===== config.mk =====
export PLATFORM = sky130hd
export DESIGN_NAME = countdown_timer_seven_segment
export DESIGN_NICKNAME = d
export VERILOG_FILES = /design/src/rtl/cdt_pkg.sv /design/src/rtl/cdt_apb_regs.sv /design/src/rtl/cdt_timer.sv /design/src/rtl/cdt_display.sv /design/src/rtl/countdown_timer_seven_segment.sv
export SDC_FILE = /design/constraint.sdc
export NUM_CORES = 1
export LEC_CHECK = 0
export BUFFER_PORTS_ARGS = -buffer_cell sky130_fd_sc_hd__buf_2
export CAP_MARGIN = 20
export CELL_PAD_IN_SITES_DETAIL_PLACEMENT = 0
export CELL_PAD_IN_SITES_GLOBAL_PLACEMENT = 2
export CORE_ASPECT_RATIO = 0.7
export CORE_MARGIN = 2
export CORE_UTILIZATION = 35
export CTS_BUF_LIST = sky130_fd_sc_hd__clkbuf_16
export CTS_CLUSTER_SIZE = 16
export DETAILED_ROUTE_END_ITERATION = 6
export GPL_ROUTABILITY_DRIVEN = 0
export GPL_TIMING_DRIVEN = 0
export PLACE_DENSITY = 0.88
export SLEW_MARGIN = 10
export SYNTH_ARGS = -nofsm -noshare
export SYNTH_HDL_FRONTEND = slang
export SYNTH_SLANG_ARGS = --single-unit

===== constraint.sdc =====
create_clock -name clk_i -period 11.3 [get_ports clk_i]
set_clock_uncertainty 0.15 [all_clocks]
set_input_delay 0.565 -clock clk_i [delete_from_list [all_inputs] [get_ports clk_i]]
set_output_delay 0.565 -clock clk_i [all_outputs]
set_load 0.02 [all_outputs]

===== src/rtl/cdt_pkg.sv =====
// ----------------------------------------------------------------------------
// cdt_pkg
// Types, constants and digit helpers of the countdown timer.
// ----------------------------------------------------------------------------
`timescale 1ns / 1ps

package cdt_pkg;

  localparam int unsigned DIGITS    = 4;
  localparam int unsigned ScanW     = $clog2(DIGITS);
  localparam int unsigned SecsW     = 13;
  localparam int unsigned MsW       = 10;
  localparam int unsigned ElapsedSW = 14;

  localparam logic [SecsW-1:0]     PRESET_MAX     = 13'd5999;
  localparam logic [MsW-1:0]       MS_LAST        = 10'd999;
  localparam logic [MsW-1:0]       MS_PER_S       = 10'd1000;
  localparam logic [ElapsedSW-1:0] ELAPSED_MAX_S  = 14'd8388;
  localparam logic [MsW-1:0]       ELAPSED_MAX_MS = 10'd607;
  localparam logic [7:0]           SEG_BLANK      = 8'hFF;

  typedef enum logic [2:0] {
    OP_TICK      = 3'd0,
    OP_REFRESH   = 3'd1,
    OP_LOAD      = 3'd2,
    OP_START     = 3'd3,
    OP_STOP      = 3'd4,
    OP_CLR_ALARM = 3'd5,
    OP_BLINK_ON  = 3'd6,
    OP_BLINK_OFF = 3'd7
  } op_e;

  typedef enum logic {
    REG_PRESET = 1'b0,
    REG_MODE   = 1'b1
  } reg_e;

  typedef struct packed {
    logic [SecsW-1:0] preset;
    logic             mode;
  } cfg_t;

  typedef struct packed {
    logic [SecsW-1:0] secs;
    logic [MsW-1:0]   ms;
    logic             colon;
  } disp_src_t;

  typedef struct packed {
    logic             alarm;
    logic             running;
    logic [SecsW-1:0] secs;
  } status_t;

  // floor(x / 60) for x below 7680
  function automatic logic [6:0] div60(input logic [SecsW-1:0] x);
    logic [26:0] prod;
    prod = x * 14'd8739;
    return prod[25:19];
  endfunction

  // floor(x / 10) for x below 1024
  function automatic logic [6:0] div10(input logic [MsW-1:0] x);
    logic [17:0] prod;
    prod = x * 8'd205;
    return prod[17:11];
  endfunction

  function automatic logic [6:0] seg_of(input logic [3:0] d);
    logic [6:0] s;
    unique case (d)
      4'd0:    s = 7'h3F;
      4'd1:    s = 7'h06;
      4'd2:    s = 7'h5B;
      4'd3:    s = 7'h4F;
      4'd4:    s = 7'h66;
      4'd5:    s = 7'h6D;
      4'd6:    s = 7'h7D;
      4'd7:    s = 7'h07;
      4'd8:    s = 7'h7F;
      4'd9:    s = 7'h67;
      default: s = 7'h00;
    endcase
    return s;
  endfunction

endpackage


===== src/rtl/cdt_apb_regs.sv =====
// ----------------------------------------------------------------------------
// cdt_apb_regs
// APB register file: countdown preset and display mode.
// ----------------------------------------------------------------------------
`timescale 1ns / 1ps

module cdt_apb_regs (
  input  logic          clk_i,
  input  logic          rst_ni,
  input  logic          psel,
  input  logic          penable,
  input  logic          pwrite,
  input  logic [2:0]    paddr,
  input  logic [31:0]   pwdata,
  output logic [31:0]   prdata,
  output logic          pready,
  output cdt_pkg::cfg_t cfg_o
);
  import cdt_pkg::*;

  cfg_t cfg_q, cfg_d;
  reg_e sel;
  logic wr;

  assign sel    = reg_e'(paddr[2]);
  assign wr     = psel & penable & pwrite;
  assign pready = 1'b1;

  always_comb begin
    cfg_d = cfg_q;
    if (wr) begin
      unique case (sel)
        REG_PRESET: cfg_d.preset = pwdata[SecsW-1:0];
        REG_MODE:   cfg_d.mode   = pwdata[0];
        default:    cfg_d = cfg_q;
      endcase
    end
  end

  always_comb begin
    unique case (sel)
      REG_PRESET: prdata = {{(32-SecsW){1'b0}}, cfg_q.preset};
      REG_MODE:   prdata = {31'd0, cfg_q.mode};
      default:    prdata = 32'd0;
    endcase
  end

  always_ff @(posedge clk_i or negedge rst_ni) begin
    if (!rst_ni) begin
      cfg_q <= '0;
    end else begin
      cfg_q <= cfg_d;
    end
  end

  assign cfg_o = cfg_q;

endmodule


===== src/rtl/cdt_timer.sv =====
// ----------------------------------------------------------------------------
// cdt_timer
// Countdown, alarm, run and colon blink state, updated once per item.
// ----------------------------------------------------------------------------
`timescale 1ns / 1ps

module cdt_timer #(
  parameter int unsigned BLINK_HALF_MS = 500
) (
  input  logic                        clk_i,
  input  logic                        rst_ni,
  input  logic                        accept_i,
  input  cdt_pkg::op_e                op_i,
  input  logic                        colon_final_i,
  input  logic [cdt_pkg::SecsW-1:0]   preset_i,
  output cdt_pkg::disp_src_t          disp_o,
  output cdt_pkg::status_t            status_o
);
  import cdt_pkg::*;

  localparam int unsigned BlinkW = $clog2(BLINK_HALF_MS + 2);
  localparam logic [BlinkW-1:0] BlinkHalf = BlinkW'(BLINK_HALF_MS);

  logic [ElapsedSW-1:0] es_q, es_d;
  logic [MsW-1:0]       ef_q, ef_d;
  logic [SecsW-1:0]     load_q, load_d;
  logic [SecsW-1:0]     secs_q, secs_d;
  logic [MsW-1:0]       ms_q, ms_d;
  logic                 run_q, run_d;
  logic                 alarm_q, alarm_d;
  logic                 blink_q, blink_d;
  logic                 colon_q, colon_d;
  logic [BlinkW-1:0]    bc_q, bc_d;

  logic [ElapsedSW-1:0] es_n;
  logic [MsW-1:0]       ef_n;
  logic                 ef_nz;
  logic                 expired;
  logic [ElapsedSW-1:0] diff;
  logic [BlinkW-1:0]    bc_inc;
  logic [SecsW-1:0]     preset_sat;

  always_comb begin
    es_n = es_q;
    ef_n = ef_q;
    if (!(es_q == ELAPSED_MAX_S && ef_q == ELAPSED_MAX_MS)) begin
      if (ef_q == MS_LAST) begin
        ef_n = '0;
        es_n = es_q + 1'b1;
      end else begin
        ef_n = ef_q + 1'b1;
      end
    end
    ef_nz   = (ef_n != '0);
    expired = (es_n > {1'b0, load_q}) || ((es_n == {1'b0, load_q}) && ef_nz);
    diff    = {1'b0, load_q} - es_n - {{(ElapsedSW-1){1'b0}}, ef_nz};
    bc_inc  = bc_q + 1'b1;
    preset_sat = (preset_i > PRESET_MAX) ? PRESET_MAX : preset_i;
  end

  always_comb begin
    es_d    = es_q;
    ef_d    = ef_q;
    load_d  = load_q;
    secs_d  = secs_q;
    ms_d    = ms_q;
    run_d   = run_q;
    alarm_d = alarm_q;
    blink_d = blink_q;
    colon_d = colon_q;
    bc_d    = bc_q;
    if (accept_i) begin
      unique case (op_i)
        OP_TICK: begin
          if (blink_q) begin
            if (bc_inc > BlinkHalf) begin
              colon_d = ~colon_q;
              bc_d    = bc_inc - BlinkHalf;
            end else begin
              bc_d = bc_inc;
            end
          end
          if (run_q) begin
            es_d = es_n;
            ef_d = ef_n;
            if (expired) begin
              secs_d  = '0;
              ms_d    = '0;
              run_d   = 1'b0;
              alarm_d = 1'b1;
            end else begin
              secs_d = diff[SecsW-1:0];
              ms_d   = ef_nz ? (MS_PER_S - ef_n) : '0;
            end
          end
        end
        OP_REFRESH: begin
        end
        OP_LOAD: begin
          load_d  = preset_sat;
          secs_d  = preset_sat;
          ms_d    = '0;
          alarm_d = 1'b0;
        end
        OP_START: begin
          run_d  = 1'b1;
          es_d   = '0;
          ef_d   = '0;
          bc_d   = '0;
          secs_d = load_q;
          ms_d   = '0;
        end
        OP_STOP:      run_d   = 1'b0;
        OP_CLR_ALARM: alarm_d = 1'b0;
        OP_BLINK_ON:  blink_d = 1'b1;
        OP_BLINK_OFF: begin
          blink_d = 1'b0;
          colon_d = colon_final_i;
        end
        default: begin
        end
      endcase
    end
  end

  always_ff @(posedge clk_i or negedge rst_ni) begin
    if (!rst_ni) begin
      es_q    <= '0;
      ef_q    <= '0;
      load_q  <= '0;
      secs_q  <= '0;
      ms_q    <= '0;
      run_q   <= 1'b0;
      alarm_q <= 1'b0;
      blink_q <= 1'b0;
      colon_q <= 1'b0;
      bc_q    <= '0;
    end else begin
      es_q    <= es_d;
      ef_q    <= ef_d;
      load_q  <= load_d;
      secs_q  <= secs_d;
      ms_q    <= ms_d;
      run_q   <= run_d;
      alarm_q <= alarm_d;
      blink_q <= blink_d;
      colon_q <= colon_d;
      bc_q    <= bc_d;
    end
  end

  assign disp_o   = '{secs: secs_q, ms: ms_q, colon: colon_q};
  assign status_o = '{alarm: alarm_d, running: run_d, secs: secs_d};

endmodule


===== src/rtl/cdt_display.sv =====
// ----------------------------------------------------------------------------
// cdt_display
// Digit extraction, scan position and latched active-low segment pattern.
// ----------------------------------------------------------------------------
`timescale 1ns / 1ps

module cdt_display (
  input  logic                        clk_i,
  input  logic                        rst_ni,
  input  logic                        refresh_i,
  input  logic                        mode_i,
  input  cdt_pkg::disp_src_t          disp_i,
  output logic [7:0]                  seg_n_o,
  output logic [cdt_pkg::DIGITS-1:0]  digit_en_o
);
  import cdt_pkg::*;

  logic [ScanW-1:0] scan_q, scan_d;
  logic [7:0]       latch_q, latch_d;

  logic [6:0]  mins, sp, hp, t0, t1, u0, u1;
  logic [12:0] mins60;
  logic [3:0]  dig;
  logic [ScanW-1:0] last;

  always_comb begin
    mins   = div60(disp_i.secs);
    mins60 = {mins, 6'd0} - {4'd0, mins, 2'd0};
    sp     = disp_i.secs[6:0] - mins60[6:0];
    hp     = div10(disp_i.ms);
    if (mode_i) begin
      u0 = sp;
      u1 = hp;
    end else begin
      u0 = mins;
      u1 = sp;
    end
    t0 = div10({3'd0, u0});
    t1 = div10({3'd0, u1});
    unique case (scan_q)
      2'd0:    dig = t0[3:0];
      2'd1:    dig = 4'(u0 - (t0 * 7'd10));
      2'd2:    dig = t1[3:0];
      default: dig = 4'(u1 - (t1 * 7'd10));
    endcase
  end

  always_comb begin
    scan_d  = scan_q;
    latch_d = latch_q;
    if (refresh_i) begin
      latch_d = ~{disp_i.colon, seg_of(dig)};
      scan_d  = scan_q + 1'b1;
    end
    last = scan_d - 1'b1;
  end

  always_ff @(posedge clk_i or negedge rst_ni) begin
    if (!rst_ni) begin
      scan_q  <= '0;
      latch_q <= SEG_BLANK;
    end else begin
      scan_q  <= scan_d;
      latch_q <= latch_d;
    end
  end

  assign seg_n_o    = latch_d;
  assign digit_en_o = (latch_d == SEG_BLANK) ? '0 : (DIGITS'(1) << last);

endmodule


===== src/rtl/countdown_timer_seven_segment.sv =====
// ----------------------------------------------------------------------------
// countdown_timer_seven_segment: ms countdown timer with 4-digit 7-seg display
// Result: valid in the cycle after the item is taken (output register).
// Throughput: 1 item per cycle unless out_ready_i stalls; state and result registers update together.
// Reset: asynchronous, clears all state; segments blank, digit enable zero.
// ----------------------------------------------------------------------------
`timescale 1ns / 1ps

module countdown_timer_seven_segment #(
  parameter int unsigned BLINK_HALF_MS = 500
) (
  input  logic        clk_i,
  input  logic        rst_ni,
  input  logic        psel,
  input  logic        penable,
  input  logic        pwrite,
  input  logic [2:0]  paddr,
  input  logic [31:0] pwdata,
  output logic [31:0] prdata,
  output logic        pready,
  input  logic        in_valid_i,
  output logic        in_ready_o,
  input  logic [2:0]  operation_i,
  input  logic        colon_final_i,
  output logic        out_valid_o,
  input  logic        out_ready_i,
  output logic [7:0]  segments_n_o,
  output logic [3:0]  digit_enable_o,
  output logic        alarm_o,
  output logic        running_o,
  output logic [12:0] seconds_left_o
);
  import cdt_pkg::*;

  cfg_t      cfg;
  disp_src_t disp;
  status_t   status;
  op_e       op;
  logic      accept;
  logic      refresh;

  logic [7:0]        seg_d, seg_q;
  logic [DIGITS-1:0] den_d, den_q;
  status_t           stat_q;
  logic              ov_q, ov_d;

  assign op         = op_e'(operation_i);
  assign in_ready_o = ~ov_q | out_ready_i;
  assign accept     = in_valid_i & in_ready_o;
  assign refresh    = accept & (op == OP_REFRESH);

  cdt_apb_regs u_regs (
    .clk_i   (clk_i),
    .rst_ni  (rst_ni),
    .psel    (psel),
    .penable (penable),
    .pwrite  (pwrite),
    .paddr   (paddr),
    .pwdata  (pwdata),
    .prdata  (prdata),
    .pready  (pready),
    .cfg_o   (cfg)
  );

  cdt_timer #(
    .BLINK_HALF_MS (BLINK_HALF_MS)
  ) u_timer (
    .clk_i         (clk_i),
    .rst_ni        (rst_ni),
    .accept_i      (accept),
    .op_i          (op),
    .colon_final_i (colon_final_i),
    .preset_i      (cfg.preset),
    .disp_o        (disp),
    .status_o      (status)
  );

  cdt_display u_disp (
    .clk_i      (clk_i),
    .rst_ni     (rst_ni),
    .refresh_i  (refresh),
    .mode_i     (cfg.mode),
    .disp_i     (disp),
    .seg_n_o    (seg_d),
    .digit_en_o (den_d)
  );

  always_comb begin
    ov_d = ov_q;
    if (accept) begin
      ov_d = 1'b1;
    end else if (out_ready_i) begin
      ov_d = 1'b0;
    end
  end

  always_ff @(posedge clk_i or negedge rst_ni) begin
    if (!rst_ni) begin
      ov_q <= 1'b0;
    end else begin
      ov_q <= ov_d;
    end
  end

  always_ff @(posedge clk_i or negedge rst_ni) begin
    if (!rst_ni) begin
      seg_q  <= SEG_BLANK;
      den_q  <= '0;
      stat_q <= '0;
    end else if (accept) begin
      seg_q  <= seg_d;
      den_q  <= den_d;
      stat_q <= status;
    end
  end

  assign out_valid_o    = ov_q;
  assign segments_n_o   = seg_q;
  assign digit_enable_o = den_q;
  assign alarm_o        = stat_q.alarm;
  assign running_o      = stat_q.running;
  assign seconds_left_o = stat_q.secs;

endmodule


==> impl_metrics.yaml <==
global_route:
  grt_max_degree: 70
  grt_pass1_vias: 11200
  grt_pass1_wl_um: 61600
  antenna_found_initial: 0
  grt_use_total_pct: 19.1
  overflow: 0
drt:
  ant_nets: 0
  firstDrtPassIters: 5
  post_drt_wl_per_cell_um: 17.4
  wirelength_um: 39200
  vias: 11500
  post_drt_via_cell_ratio: 5.12
  drt_iter0_markers: 698
  drc: 0
status:
  status: "finished, final reports clean"
layout:
  postLayoutCoreUtil_pct: 42.8
  layout.nets: 2061
  synthToLayoutAreaGrowth_pct: 19.8
  drive_above_1_share_pct: 19.8
  antenna_cells: 0
clock_tree:
  cts_buffer_depth: 2
  htreeDepth: 4
  cts-root-buf: "clkbuf_16"
  clkLatencyLatePin_ns: 0.44
  path_clk_slew_ns: 0.06
  cts_buffers: 17
  cts_tree: "yes"
  cts_sinks: 125
sta:
  max-slew-margin-rel_pct: 29.0
  min_period_ns: 11.18
  fmax_ghz: 0.0894
  worstMarginPinSlew_ns: 1.06
  final_max_slew_viol_count: 0
  rsz0062_at_grt: "yes"
  hold_viol_final: 0
  fin_crit_sh_pct: 98.9
  setup_viol: 0
synth:
  synth_cell_types: 98
  avgSynthCellArea_um2: 8.87
  synth.most_common_cell: "ha_1"
  seq_area_frac_synth_pct: 22.8
  synth_edf_count: 0
  netlist_top_cells_count: "252 x ha_1, 225 x inv_1, 161 x nand2_1, 109 x dfrtp_1, 102 x o21ai_0"
  synthCells: 1559
  synth_area_leaders: "ha_1 23%, dfrtp_1 20%, fa_1 8.4%"
  yosys.area.top_type: "ha_1"
  synth_area_um2: 13800
  synth_top_area_share_pct: 22.8
  ys_warn_count: 0
  synthFlopType: "dfrtp_1"
  async_flop_share_pct: 100
  ys_seq_elements: 125
worst_setup_path:
  r2r_slack_ns: 0.12
  cp-end-kind: "register"
  critPathLaunch: "u_timer.secs_q[12]"
  cpMostUsedCell: "ha_4"
  cp_slowest_cell: "fa_1"
  crit_fanout: 5
  crit_type: "reg2reg"
  worstPathRequired_ns: 11.48
  worstReg2RegStart: "u_timer.secs_q[12]"
  crit_arrival_ns: 11.36
  crit_path_start_kind: "register"
  cpPeakStageDelay_ns: 0.59
floorplanning:
  rows: 60
  die_y_um: 170
  die_w_um: 242
  io_pins: 108
  initial_core_util_pct: 35.8
  die-area_um2: 41100
  core_um2: 38700
job:
  max-cap-violations: 0
place:
  io_buffers: 66
  hpwlAfterDp_um: 30700
worst_hold_path:
  hp-class: "in2async"
## critical path, delay by kind of cell (launching register included)
family | cells | cell delay, ns
fa+ha+maj | 14 | 4.48
compound gates | 13 | 2.77
simple gates | 7 | 1.50
xor+xnor | 6 | 1.02
buf+inv | 4 | 0.54
flops | 1 | 0.44
mux | 1 | 0.17
## final timing paths
check                               endpoint  depth (start not counted)
setup / recovery           digit_enable_o[3]                         45
hold / removal               u_timer.ms_q[0]                          1
max in group asynchronous  u_timer.secs_q[9]                          2
min in group clk_i               out_valid_o                          2
setup reg to reg           digit_enable_o[3]                         45
hold reg to reg              segments_n_o[7]                          2
## repair_timing
action	in CTS	in global routing
pin swaps	44	57
setup endpoints to repair	18	18
cloned	0	0
endpoints found under the hold margin	0	0
setup buffers	23	19
hold buffers	0	0
resized for setup	68	75
## flip-flops by register name, indices dropped and copies added (netlist names)
signal           flops
alarm_o              1
u_timer.colon_q      1
u_disp.scan_q        2
running_o            1
u_timer.ms_q        10
u_timer.bc_q         9
u_timer.es_q        14
u_timer.load_q      13
u_timer.ef_q        10
u_disp.latch_q       8
digit_enable_o       4
u_timer.alarm_q      1
u_timer.secs_q      13
u_timer.run_q        1
segments_n_o         8
seconds_left_o      13
u_timer.blink_q      1
u_regs.cfg_o        14
out_valid_o          1
## cell usage in the layout, fill, tap and decap left out, drive strengths merged, types with 17 or more instances in the layout
cell type,instances
a21oi,57
buf,137
clkbuf,48
conb,20
dfrtp,109
fa,58
ha,252
inv,228
mux2,26
nand2,162
nand2b,17
nand3,37
nor2,67
nor2b,20
nor3,36
o21ai,110
xnor2,43
xor2,23
## routing by layer
metal | global-route usage [%] | wire (µm) | vias up
li1 | - | - | 5643
met1 | 28.2 | 19800 | 5570
met4 | 5.10 | 727 | 0
met2 | 28.1 | 16400 | 237
met5 | 0 | 0 | -
met3 | 3.86 | 2140 | 45
## final cells by class
type,instances,area [µm²]
Fill cell,3838,22100
Multi-Input combinational cell,1167,10300
Timing Repair Buffer,109,698
Tap cell,527,659
Buffer,59,314
Clock inverter,15,149
Sequential cell,125,3150
Clock buffer,17,425
Inverter,226,851
## stage by stage
step	hold WS [ns]	area, µm²	setup TNS, ns	instances	setup WS [ns]
after floorplan	0.119	13900	0	1577	0.545
after global placement	0.298	14900	-6.54	2170	-0.879
after detailed placement	0.299	14900	-8.00	2171	-0.942
after CTS	0.0157	16000	0	2226	0.0339
after global routing	0.0602	16600	-0.981	2245	-0.242
final	0.00996	16600	0	2245	0.120
## logic make-up after synthesis
family	Yosys count	share of synthesized area [%]
simple gates	427	15.4
fa+ha+maj	310	31.2
compound gates	308	15.0
buf+inv	285	8.41
flops	125	22.8
xor+xnor	67	4.40
mux	35	2.80
other cells	2	0.0543
Power is not shown: default switching activity piles up to over one toggle a cycle in this logic, so the estimate is an artifact.
